--- src/hw/rtl/sorted_list_table_assert.svh ---
// ----------------------------------------------------------------------------
// Sorted list table assertion macros
// Concurrent assertion helpers, compiled out when SYNTHESIS is defined.
// ----------------------------------------------------------------------------
`ifndef SORTED_LIST_TABLE_ASSERT_SVH
`define SORTED_LIST_TABLE_ASSERT_SVH
`ifndef SYNTHESIS
// Property that must hold at every clock edge outside reset.
`define SLT_ASSERT_ALWAYS(label, clk, rst, cond) \
  label: assert property (@(posedge clk) disable iff (rst) (cond)) \
    else $error("sorted list table check failed");
// Property where an antecedent implies a consequent in the next cycle.
`define SLT_ASSERT_NEXT(label, clk, rst, ante, cons) \
  label: assert property (@(posedge clk) disable iff (rst) (ante) |=> (cons)) \
    else $error("sorted list table sequence check failed");
`else
`define SLT_ASSERT_ALWAYS(label, clk, rst, cond)
`define SLT_ASSERT_NEXT(label, clk, rst, ante, cons)
`endif
`endif

--- src/hw/rtl/slt_pkg.sv ---
`timescale 1ns / 1ps
// ----------------------------------------------------------------------------
// Sorted list table package
// Request and status codes, field widths and the per-cell command struct.
// ----------------------------------------------------------------------------
package slt_pkg;

  localparam int KEY_W    = 32;
  localparam int REQ_W    = 3;
  localparam int STATUS_W = 2;
  localparam int COUNT_W  = 5;

  typedef enum logic [REQ_W-1:0] {
    REQ_INSERT  = 3'd0,
    REQ_DELETE  = 3'd1,
    REQ_LOOKUP  = 3'd2,
    REQ_RSTCUR  = 3'd3,
    REQ_READ    = 3'd4,
    REQ_CLEAR   = 3'd5
  } req_t;

  typedef enum logic [STATUS_W-1:0] {
    STAT_OK       = 2'd0,
    STAT_FULL     = 2'd1,
    STAT_ABSENT   = 2'd2,
    STAT_PAST_END = 2'd3
  } status_t;

  // Command broadcast to every cell of the chain.
  typedef struct packed {
    logic                    ins;
    logic                    del;
    logic                    clr;
    logic signed [KEY_W-1:0] key;
  } cell_cmd_t;

endpackage

--- src/hw/rtl/slt_if.sv ---
`timescale 1ns / 1ps
// ----------------------------------------------------------------------------
// Sorted list table channels
// Valid/ready request and result interfaces.
// ----------------------------------------------------------------------------
interface slt_req_if;
  logic                             valid;
  logic                             ready;
  logic [slt_pkg::REQ_W-1:0]        req_type;
  logic signed [slt_pkg::KEY_W-1:0] key;

  modport source (output valid, output req_type, output key, input ready);
  modport sink (input valid, input req_type, input key, output ready);
endinterface

interface slt_res_if;
  logic                             valid;
  logic                             ready;
  logic [slt_pkg::STATUS_W-1:0]     status;
  logic                             found;
  logic signed [slt_pkg::KEY_W-1:0] value;
  logic [slt_pkg::COUNT_W-1:0]      count;
  logic                             full_res;

  modport source (output valid, output status, output found, output value,
                  output count, output full_res, input ready);
  modport sink (input valid, input status, input found, input value,
                input count, input full_res, output ready);
endinterface

--- src/hw/rtl/slt_cell.sv ---
`timescale 1ns / 1ps
// ----------------------------------------------------------------------------
// Sorted list table cell
// Holds one key and its occupied flag; shifts with its neighbours.
// ----------------------------------------------------------------------------
module slt_cell (
  input  logic                             clk,
  input  logic                             rst,
  input  slt_pkg::cell_cmd_t               cmd,
  input  logic signed [slt_pkg::KEY_W-1:0] left_entry,
  input  logic                             left_lt,
  input  logic                             left_occ,
  input  logic signed [slt_pkg::KEY_W-1:0] right_entry,
  input  logic                             right_occ,
  output logic signed [slt_pkg::KEY_W-1:0] entry,
  output logic                             occ,
  output logic                             lt,
  output logic                             eq
);

  logic signed [slt_pkg::KEY_W-1:0] entry_next;
  logic                             occ_next;

  assign lt = occ && (entry < cmd.key);
  assign eq = occ && (entry == cmd.key);

  // On insert, cells holding smaller keys stay; the first other cell takes
  // the key and the rest take their left neighbour. On delete, cells at or
  // above the key take their right neighbour.
  always_comb begin
    entry_next = entry;
    occ_next   = occ;
    if (cmd.clr) begin
      occ_next = 1'b0;
    end else if (cmd.ins) begin
      if (!lt) begin
        entry_next = left_lt ? cmd.key : left_entry;
      end
      occ_next = lt | left_occ;
    end else if (cmd.del) begin
      if (!lt) begin
        entry_next = right_entry;
        occ_next   = right_occ;
      end
    end
  end

  always_ff @(posedge clk) begin
    entry <= entry_next;
    if (rst) begin
      occ <= 1'b0;
    end else begin
      occ <= occ_next;
    end
  end

endmodule

--- src/hw/rtl/sorted_list_table.sv ---
`timescale 1ns / 1ps
// ----------------------------------------------------------------------------
// Sorted list table
// Ascending list of signed keys held in a chain of compare-and-shift cells.
// ----------------------------------------------------------------------------
//  Channel | Direction | Payload
//  req     | in        | req_type, key
//  res     | out       | status, found, value, count, full_res
//
// Every request is handled at once: all cells compare against the key in parallel
// and shift in place, and the result is registered for the next cycle.
// A new request is taken whenever the result register is empty or its
// result is being taken, so back-to-back requests run at one per cycle while results are taken.
// Reset clears the occupied flags, the count and the read cursor at once;
// there is no clearing pass. The stored keys themselves are not reset.
module sorted_list_table #(
  parameter int DEPTH = 16
) (
  input  logic            clk,
  input  logic            rst,
  slt_req_if.sink         req,
  slt_res_if.source       res
);

  `include "sorted_list_table_assert.svh"

  // Width of the count and the cursor, which both run from 0 to DEPTH.
  localparam int CW = $clog2(DEPTH + 1);

  // Cell chain signals.
  logic signed [slt_pkg::KEY_W-1:0] entry_a [DEPTH];
  logic [DEPTH-1:0]                 occ_v;
  logic [DEPTH-1:0]                 lt_v;
  logic [DEPTH-1:0]                 eq_v;
  slt_pkg::cell_cmd_t               cmd;

  // Control registers.
  logic [CW-1:0] count;
  logic [CW-1:0] count_next;
  logic [CW-1:0] cursor;
  logic [CW-1:0] cursor_next;

  // Result register.
  logic                             out_valid;
  slt_pkg::status_t                 status_next;
  logic                             found_next;
  logic signed [slt_pkg::KEY_W-1:0] value_next;
  slt_pkg::status_t                 status_q;
  logic                             found_q;
  logic signed [slt_pkg::KEY_W-1:0] value_q;
  logic [slt_pkg::COUNT_W-1:0]      count_q;
  logic                             full_q;

  logic                             accept;
  logic                             full;
  logic                             any_eq;
  logic signed [slt_pkg::KEY_W-1:0] rd_val;
  slt_pkg::req_t                    op;

  assign req.ready = !out_valid || res.ready;
  assign accept    = req.valid && req.ready;
  assign op        = slt_pkg::req_t'(req.req_type);
  assign full      = (count == CW'(DEPTH));
  assign any_eq    = |eq_v;

  // The broadcast command only enables a shift when the request succeeds,
  // so a full insert or an absent delete leaves the chain untouched.
  always_comb begin
    cmd.key = req.key;
    cmd.ins = accept && (op == slt_pkg::REQ_INSERT) && !full;
    cmd.del = accept && (op == slt_pkg::REQ_DELETE) && any_eq;
    cmd.clr = accept && (op == slt_pkg::REQ_CLEAR);
  end

  // Each cell sees its neighbours. The head cell sees an occupied neighbour
  // holding a smaller key, so an insert lands there when nothing is smaller;
  // the tail cell sees an empty neighbour, so a delete empties it.
  for (genvar i = 0; i < DEPTH; i++) begin : g_cell
    logic signed [slt_pkg::KEY_W-1:0] l_entry;
    logic                             l_lt;
    logic                             l_occ;
    logic signed [slt_pkg::KEY_W-1:0] r_entry;
    logic                             r_occ;

    if (i == 0) begin : g_head
      assign l_entry = '0;
      assign l_lt    = 1'b1;
      assign l_occ   = 1'b1;
    end else begin : g_body
      assign l_entry = entry_a[i-1];
      assign l_lt    = lt_v[i-1];
      assign l_occ   = occ_v[i-1];
    end

    if (i == DEPTH - 1) begin : g_tail
      assign r_entry = '0;
      assign r_occ   = 1'b0;
    end else begin : g_inner
      assign r_entry = entry_a[i+1];
      assign r_occ   = occ_v[i+1];
    end

    slt_cell u_cell (
      .clk         (clk),
      .rst         (rst),
      .cmd         (cmd),
      .left_entry  (l_entry),
      .left_lt     (l_lt),
      .left_occ    (l_occ),
      .right_entry (r_entry),
      .right_occ   (r_occ),
      .entry       (entry_a[i]),
      .occ         (occ_v[i]),
      .lt          (lt_v[i]),
      .eq          (eq_v[i])
    );
  end

  // The key under the cursor is picked by an AND-OR over the cells.
  always_comb begin
    rd_val = '0;
    for (int i = 0; i < DEPTH; i++) begin
      if (cursor == CW'(i)) begin
        rd_val = rd_val | entry_a[i];
      end
    end
  end

  // Result and control updates for the request being accepted.
  always_comb begin
    status_next = slt_pkg::STAT_OK;
    found_next  = 1'b0;
    value_next  = '0;
    count_next  = count;
    cursor_next = cursor;
    case (op)
      slt_pkg::REQ_INSERT: begin
        if (full) begin
          status_next = slt_pkg::STAT_FULL;
        end else begin
          count_next = count + CW'(1);
        end
      end
      slt_pkg::REQ_DELETE: begin
        if (any_eq) begin
          count_next = count - CW'(1);
        end else begin
          status_next = slt_pkg::STAT_ABSENT;
        end
      end
      slt_pkg::REQ_LOOKUP: begin
        found_next = any_eq;
        value_next = any_eq ? req.key : '0;
      end
      slt_pkg::REQ_RSTCUR: begin
        cursor_next = '0;
      end
      slt_pkg::REQ_READ: begin
        if (cursor < count) begin
          value_next  = rd_val;
          cursor_next = cursor + CW'(1);
        end else begin
          status_next = slt_pkg::STAT_PAST_END;
        end
      end
      slt_pkg::REQ_CLEAR: begin
        count_next = '0;
      end
      default: begin
      end
    endcase
  end

  always_ff @(posedge clk) begin
    if (rst) begin
      count     <= '0;
      cursor    <= '0;
      out_valid <= 1'b0;
    end else begin
      if (accept) begin
        count     <= count_next;
        cursor    <= cursor_next;
        out_valid <= 1'b1;
      end else if (res.ready) begin
        out_valid <= 1'b0;
      end
    end
  end

  always_ff @(posedge clk) begin
    if (accept) begin
      status_q <= status_next;
      found_q  <= found_next;
      value_q  <= value_next;
      count_q  <= slt_pkg::COUNT_W'(count_next);
      full_q   <= (count_next == CW'(DEPTH));
    end
  end

  assign res.valid    = out_valid;
  assign res.status   = status_q;
  assign res.found    = found_q;
  assign res.value    = value_q;
  assign res.count    = count_q;
  assign res.full_res = full_q;

  // The occupied flags of the chain always agree with the count.
  `SLT_ASSERT_ALWAYS(a_occ_count, clk, rst, count == CW'($countones(occ_v)))
  // Occupied cells are packed at the head of the chain.
  `SLT_ASSERT_ALWAYS(a_occ_packed, clk, rst, ((occ_v + 1'b1) & occ_v) == '0)
  // A successful insert grows the count by exactly one.
  `SLT_ASSERT_NEXT(a_ins_grow, clk, rst, cmd.ins, count == $past(count) + CW'(1))

endmodule
--- src/flat_wrapper.sv ---
// flat-port wrapper written by rule: the top's interface ports become plain ports
module sorted_list_table_flat 
#(
  parameter int DEPTH = 16
)
  (clk, rst, req_valid, req_req_type, req_key, req_ready, res_valid, res_status, res_found, res_value, res_count, res_full_res, res_ready);
  slt_req_if req_i ();
  slt_res_if res_i ();
  input  logic clk;
  input  logic rst;
  input wire logic [$bits(req_i.valid)-1:0] req_valid;
  input wire logic [$bits(req_i.req_type)-1:0] req_req_type;
  input wire logic [$bits(req_i.key)-1:0] req_key;
  output wire logic [$bits(req_i.ready)-1:0] req_ready;
  output wire logic [$bits(res_i.valid)-1:0] res_valid;
  output wire logic [$bits(res_i.status)-1:0] res_status;
  output wire logic [$bits(res_i.found)-1:0] res_found;
  output wire logic [$bits(res_i.value)-1:0] res_value;
  output wire logic [$bits(res_i.count)-1:0] res_count;
  output wire logic [$bits(res_i.full_res)-1:0] res_full_res;
  input wire logic [$bits(res_i.ready)-1:0] res_ready;
  assign req_i.valid = req_valid;
  assign req_i.req_type = req_req_type;
  assign req_i.key = req_key;
  assign req_ready = req_i.ready;
  assign res_valid = res_i.valid;
  assign res_status = res_i.status;
  assign res_found = res_i.found;
  assign res_value = res_i.value;
  assign res_count = res_i.count;
  assign res_full_res = res_i.full_res;
  assign res_i.ready = res_ready;
  sorted_list_table #(.DEPTH(DEPTH)) u_core (.clk(clk), .rst(rst), .req(req_i), .res(res_i));
endmodule
--- config.mk ---
export PLATFORM = sky130hd
export DESIGN_NAME = sorted_list_table_flat
export DESIGN_NICKNAME = d
export VERILOG_FILES = /design/src/hw/rtl/slt_pkg.sv /design/src/hw/rtl/slt_if.sv /design/src/hw/rtl/slt_cell.sv /design/src/hw/rtl/sorted_list_table.sv /design/src/flat_wrapper.sv
export VERILOG_INCLUDE_DIRS = /design/src /design/src/hw/rtl
export SDC_FILE = /design/constraint.sdc
export NUM_CORES = 2
export LEC_CHECK = 0
export ABC_AREA = 1
export BUFFER_PORTS_ARGS = -buffer_cell sky130_fd_sc_hd__buf_2
export CAP_MARGIN = 10
export CORE_ASPECT_RATIO = 2
export CORE_MARGIN = 3
export CORE_UTILIZATION = 30
export DETAILED_ROUTE_END_ITERATION = 6
export RECOVER_POWER = 100
export SYNTH_ARGS = -nofsm -noshare
export SYNTH_HDL_FRONTEND = slang
export SYNTH_HIERARCHICAL = 1
export SYNTH_SLANG_ARGS = --single-unit
--- constraint.sdc ---
create_clock -name clk -period 21 [get_ports clk]
set_input_delay 4.2 -clock clk [delete_from_list [all_inputs] [get_ports clk]]
set_output_delay 4.2 -clock clk [all_outputs]
set_load 0.02 [all_outputs]
**After elaboration in Yosys (flattened, before gate mapping)**

Index checks and enable logic that the tools add are counted.

- Output and inout bits: 43
- Word-level logic and storage cells: 416
- Input bits: 39
- Flip-flop bits (word level): 580

- $add $sub $neg: 3
- Bitwise operators: 31
- Mux-type cells: 157
- Magnitude comparators: 17
- Reductions and logical operators: 81
- Equal/unequal tests: 87

Operators with widths:

| kind | count |
|---|---|
| $mux 32 | 97 |
| $eq 32x32->1 | 16 |
| $lt 32x32->1 | 16 |
| $or 32x32->32 | 15 |
| $ne 2x2->1 const B | 32 |
| $pmux 32 s2 | 1 |
| $reduce_and 4->1 | 16 |
| $mux 1 | 51 |
| $eq 5x4->1 const B | 8 |
| $logic_and 1x1->1 | 38 |
| $ne 2x1->1 const B | 17 |
| $reduce_and 2->1 | 16 |
| $eq 5x3->1 const B | 4 |
| $reduce_or 16->1 | 1 |
| $mux 5 | 3 |
| $or 1x1->1 | 15 |
| $pmux 5 s3 | 1 |
| $add 5x1->5 const B | 2 |
| $eq 5x2->1 const B | 2 |
| $eq 5x5->1 const B | 2 |
| $pmux 5 s2 | 1 |
| $eq 3x2->1 const B | 2 |
| $eq 3x3->1 const B | 2 |
| $pmux 2 s3 | 1 |
| other kinds (13) | 17 |

**Logic depth before layout (Yosys ltp)**

- Depth in word-level cells: 34
- Depth in mapped cells: 20
- Gate-level depth less buffers: 19

**By module**

Netlist, hierarchy kept.

Modules (own cells, without submodules):

| module | area an instance (µm²) | seq. area each (µm²) | cells each | times used |
|---|---|---|---|---|
| slt_cell | 2551.2 | 980.9 | 332 | 16 |
| sorted_list_table | 6812.8 | 1451.4 | 1239 | 1 |

**Worst setup path before layout**

Ideal clock, no wire load.

- Path kind: input-to-reg
- Start point: in res_ready
- End point: reg u_core/g_cell[0].u_cell/entry[0] (netlist name), enable pin
- Stages on the path: 6
- Setup time: 0.604 ns
- Path buffers: 1
- Slack: 11.270 ns
- Arrival: 9.126 ns
- Cells stage by stage: inv_1 > nand2_1 > nand2_1 > clkbuf_1 > nor4_1 > nor3_2

RTL lines:

| item | RTL line | RTL |
|---|---|---|
| from (decl) | flat_wrapper.sv:21 | `input wire logic [$bits(res_i.ready)-1:0] res_ready;` |
| to (signal assigned) | slt_cell.sv:49 | `entry <= entry_next;` |
| to (decl) | slt_cell.sv:15 | `output logic signed [slt_pkg::KEY_W-1:0] entry,` |

==> impl_metrics.env <==
export IMPL_maxCapViolCount=44
export IMPL_timing_fmax_mhz=73.0
export IMPL_path_class="input pin to flip-flop"
export IMPL_place_ws_ns=11.28
export IMPL_synthFlopType="edfxtp_1"
export IMPL_met2_usage_pct=43.7
export IMPL_leakage_uw=0.0240
export IMPL_drtIter0Drc=4857
export IMPL_setup_ws_ns=7.30
export IMPL_die_area_um2=164000
export IMPL_root_buffer="clkbuf_16"
export IMPL_die_h_um=570
export IMPL_clock_latency_ns=0.70
export IMPL_slew_viol_final=1454
export IMPL_die_w_um=288
export IMPL_detail_route_first_pass_iterations=7
export IMPL_cts_buffers_inserted=57
export IMPL_post_cts_resized=0
export IMPL_busiest_layer="met2"
export IMPL_crit_chain="clkbuf_1 -> inv_1 -> ha_1 -> nand2_1 -> nor2_1 -> nand2_1 -> nor4_1 -> and3_2 -> nor2_1 -> nand2_1 -> nor2_2 -> nand2_1 -> nand2_1 -> nor2_4 -> clkbuf_1 -> nor2_1 -> nor3_1 -> clkbuf_1"
export IMPL_drtAntennaViolNets=0
export IMPL_start_util_pct=30.2
export IMPL_ys_types=45
export IMPL_htreeDepth=2
export IMPL_max_clock_path_buffers=3
export IMPL_grt_max_degree=199
export IMPL_required_ns=21.31
export IMPL_tns_ns=0
export IMPL_rsz0062_at_grt="false"
export IMPL_grt_pass1_wl_um=296000
export IMPL_place_area_um2=50600
export IMPL_gp_congestion=0.947
export IMPL_cp_slowest_cell="nor3_1"
export IMPL_layout_commonest_cell="nand2_1"
export IMPL_grt_usage_pct=24.2
export IMPL_pwr_share_seq_pct=46.1
export IMPL_crit_arrival_ns=14.02
export IMPL_combPwrFrac_pct=14.5
export IMPL_setup_violations=0
export IMPL_critPathTopFamily="simple AND/OR/NAND/NOR gates"
export IMPL_rows=206
export IMPL_dp_hpwl_um=156000
export IMPL_hold_buffers=0
export IMPL_start_kind="input pin"
export IMPL_path_max_fanout=48
export IMPL_fin_crit_ns=13.70
export IMPL_clock_skew_ns=0.0333
export IMPL_netSwitchingPower_uw=853
export IMPL_cts_setup_buffers=0
export IMPL_via_per_inst=5.38
export IMPL_synth_area_um2=47600
export IMPL_fin_nets=7146
export IMPL_p_int_uw=2020
export IMPL_end_kind="flip-flop"
export IMPL_status="finished, violations left"
export IMPL_ys_seq_area_share_pct=36.0
export IMPL_cts_sinks=580
export IMPL_io_pins=82
export IMPL_synth_edf_count=553
export IMPL_wl_um=204000
export IMPL_cpMostUsedCell="nand2_1"
export IMPL_drive_gt1_share_pct=4.52
export IMPL_postSynthAreaPerCell_um2=7.27
export IMPL_grt_pass1_vias=44900
export IMPL_hp_class="flip-flop to flip-flop"
export IMPL_core_um2=158000
export IMPL_irDropWorstVdd_uv=68.7
export IMPL_fin_total_pwr_uw=2880
export IMPL_final_cell_area_um2=52000
export IMPL_grt_util_met1_pct=24.5
export IMPL_async_flop_share_pct=0
export IMPL_slew_headroom_pct=-194
export IMPL_path_buf_inv=4
export IMPL_ys_ff_latch=580
export IMPL_wl_per_cell_um=23.4
export IMPL_syn_to_final_growth_pct=9.19
export IMPL_fin_hold_ws_ns=0.517
export IMPL_slowest_delay_ns=2.19
export IMPL_final_hold_violation_count=0
export IMPL_clkSlewWorstSetupHoldPaths_ns=0.07
export IMPL_violations="design-rule violations, max-capacitance violations, max-slew violations"
export IMPL_powerDensity_nw_per_um2=55.3
export IMPL_p_clk_share_pct=39.5
export IMPL_worstMarginPinSlew_ns=4.41
export IMPL_antenna_found_initial=24
export IMPL_reg2reg_setup_slack_ns=11.86
export IMPL_cts_tree="done"
export IMPL_yosysWarnings=6
export IMPL_grt_ovfl_total=0
export IMPL_grtUsageMet3_pct=2.39
export IMPL_final_cell_mix="nand2_1, o21ai_0, nor2_1, inv_1, edfxtp_1"
export IMPL_dr_total_vias=46900
export IMPL_p_sw_share_pct=29.6
export IMPL_min_period_over_period_pct=65.3
export IMPL_io_buffer_count=81
export IMPL_synthCells=6551
export IMPL_drc=5
## power by group through the flow
stage                     Sequential, µW  Combinational (µW)  Clock [µW]
after global routing                1330                 462        1190
final                               1330                 417        1140
after floorplan                     1340                 245           0
after detailed placement            1350                 413           0
after global placement              1350                 402           0
after CTS                           1320                 415        1160
## Yosys cell counts, types with 3 or more instances
master,instances,area (µm²)
or2_2,18,113
nor2_4,12,135
a21oi_2,16,140
nor4_2,16,200
o21ai_1,35,175
inv_1,736,2760
nor3_2,17,170
a21oi_1,242,1210
dfxtp_1,27,541
a21o_1,17,128
nor3_1,37,185
o21a_1,32,240
a22o_1,8,70.1
o21ai_0,1047,5240
or3_1,16,100
buf_4,8,60.1
nand2_4,5,56.3
nand4_1,98,613
edfxtp_1,553,16600
nand3_1,157,786
nand2_2,18,113
xor2_1,3,26.3
and3_2,16,120
nor2_1,737,2770
clkbuf_1,212,796
buf_2,43,215
nand3_2,32,320
nand2_1,1806,6780
nor2_2,21,131
buf_6,8,90.1
ha_1,524,6560
clkinv_1,16,60.1
## tightest hold or removal path, delay by kind of cell, from the launching register on
family	cells	cell delay [ns]
flops	1	0.31
compound gates	1	0.07
simple gates	1	0.09
## final cells by class
class | instances | area [µm²]
multi-input cells | 5012 | 26600
well taps | 2080 | 2600
clock buffers | 74 | 1490
flip-flops and latches | 580 | 17100
repair buffers | 176 | 915
fillers | 16800 | 106000
diodes | 3 | 7.51
clock inverters | 33 | 410
inverters | 756 | 2840
## state kept, by name, indices dropped and copies added (netlist names), 2 cells and up
name and cells:
u_core/count 5, u_core/cursor 5, u_core/g_cell.u_cell/entry 512, u_core/g_cell.u_cell/occ 16
u_core/res.count 5, u_core/res.status 2, u_core/res.value 32
## path summary, 6_finish.rpt
check / startpoint / to / depth (start not counted)
worst min register to register: u_core/res.valid$_SDFFE_PP0P_ / u_core/res.valid$_SDFFE_PP0P_ / 2
worst max register to register: u_core/g_cell[3].u_cell/entry[27]$_DFFE_PP_ / u_core/g_cell[5].u_cell/entry[3]$_DFFE_PP_ / 16
worst max-delay path: req_key[26] / u_core/g_cell[5].u_cell/entry[3]$_DFFE_PP_ / 18
worst min-delay path: u_core/res.valid$_SDFFE_PP0P_ / u_core/res.valid$_SDFFE_PP0P_ / 2
## through the flow
| step | cells | util (%) |
|---|---|---|
| floorplan | 6621 | - |
| global placement | 8604 | 32.1 |
| detailed placement | 8604 | 32.1 |
| CTS | 8711 | 33.3 |
| global route | 8714 | 33.0 |
| finish | 8714 | 33.0 |
## layer usage
layer / vias up / share of wire (%)
li1: 21700 / -
met1: 21900 / 32
met2: 2449 / 50
met3: 783 / 6.3
met4: 10 / 11
met5: - / 0.036
## cell families (layout without fill, tap and decap cells)
logic type	count (synthesis)	after routing	synth area share, %
DFF	580	580	36.0
other	2	75	0.0158
buffers and inverters	1029	1039	8.42
adders and majority gates	524	524	13.8
AOI/OAI and AO/OA	1399	1399	15.2
xor gates and xnor gates	5	5	0.0920
and+or+nand+nor	3012	3012	26.5
Note: power is estimated with default switching activity, not from simulation.
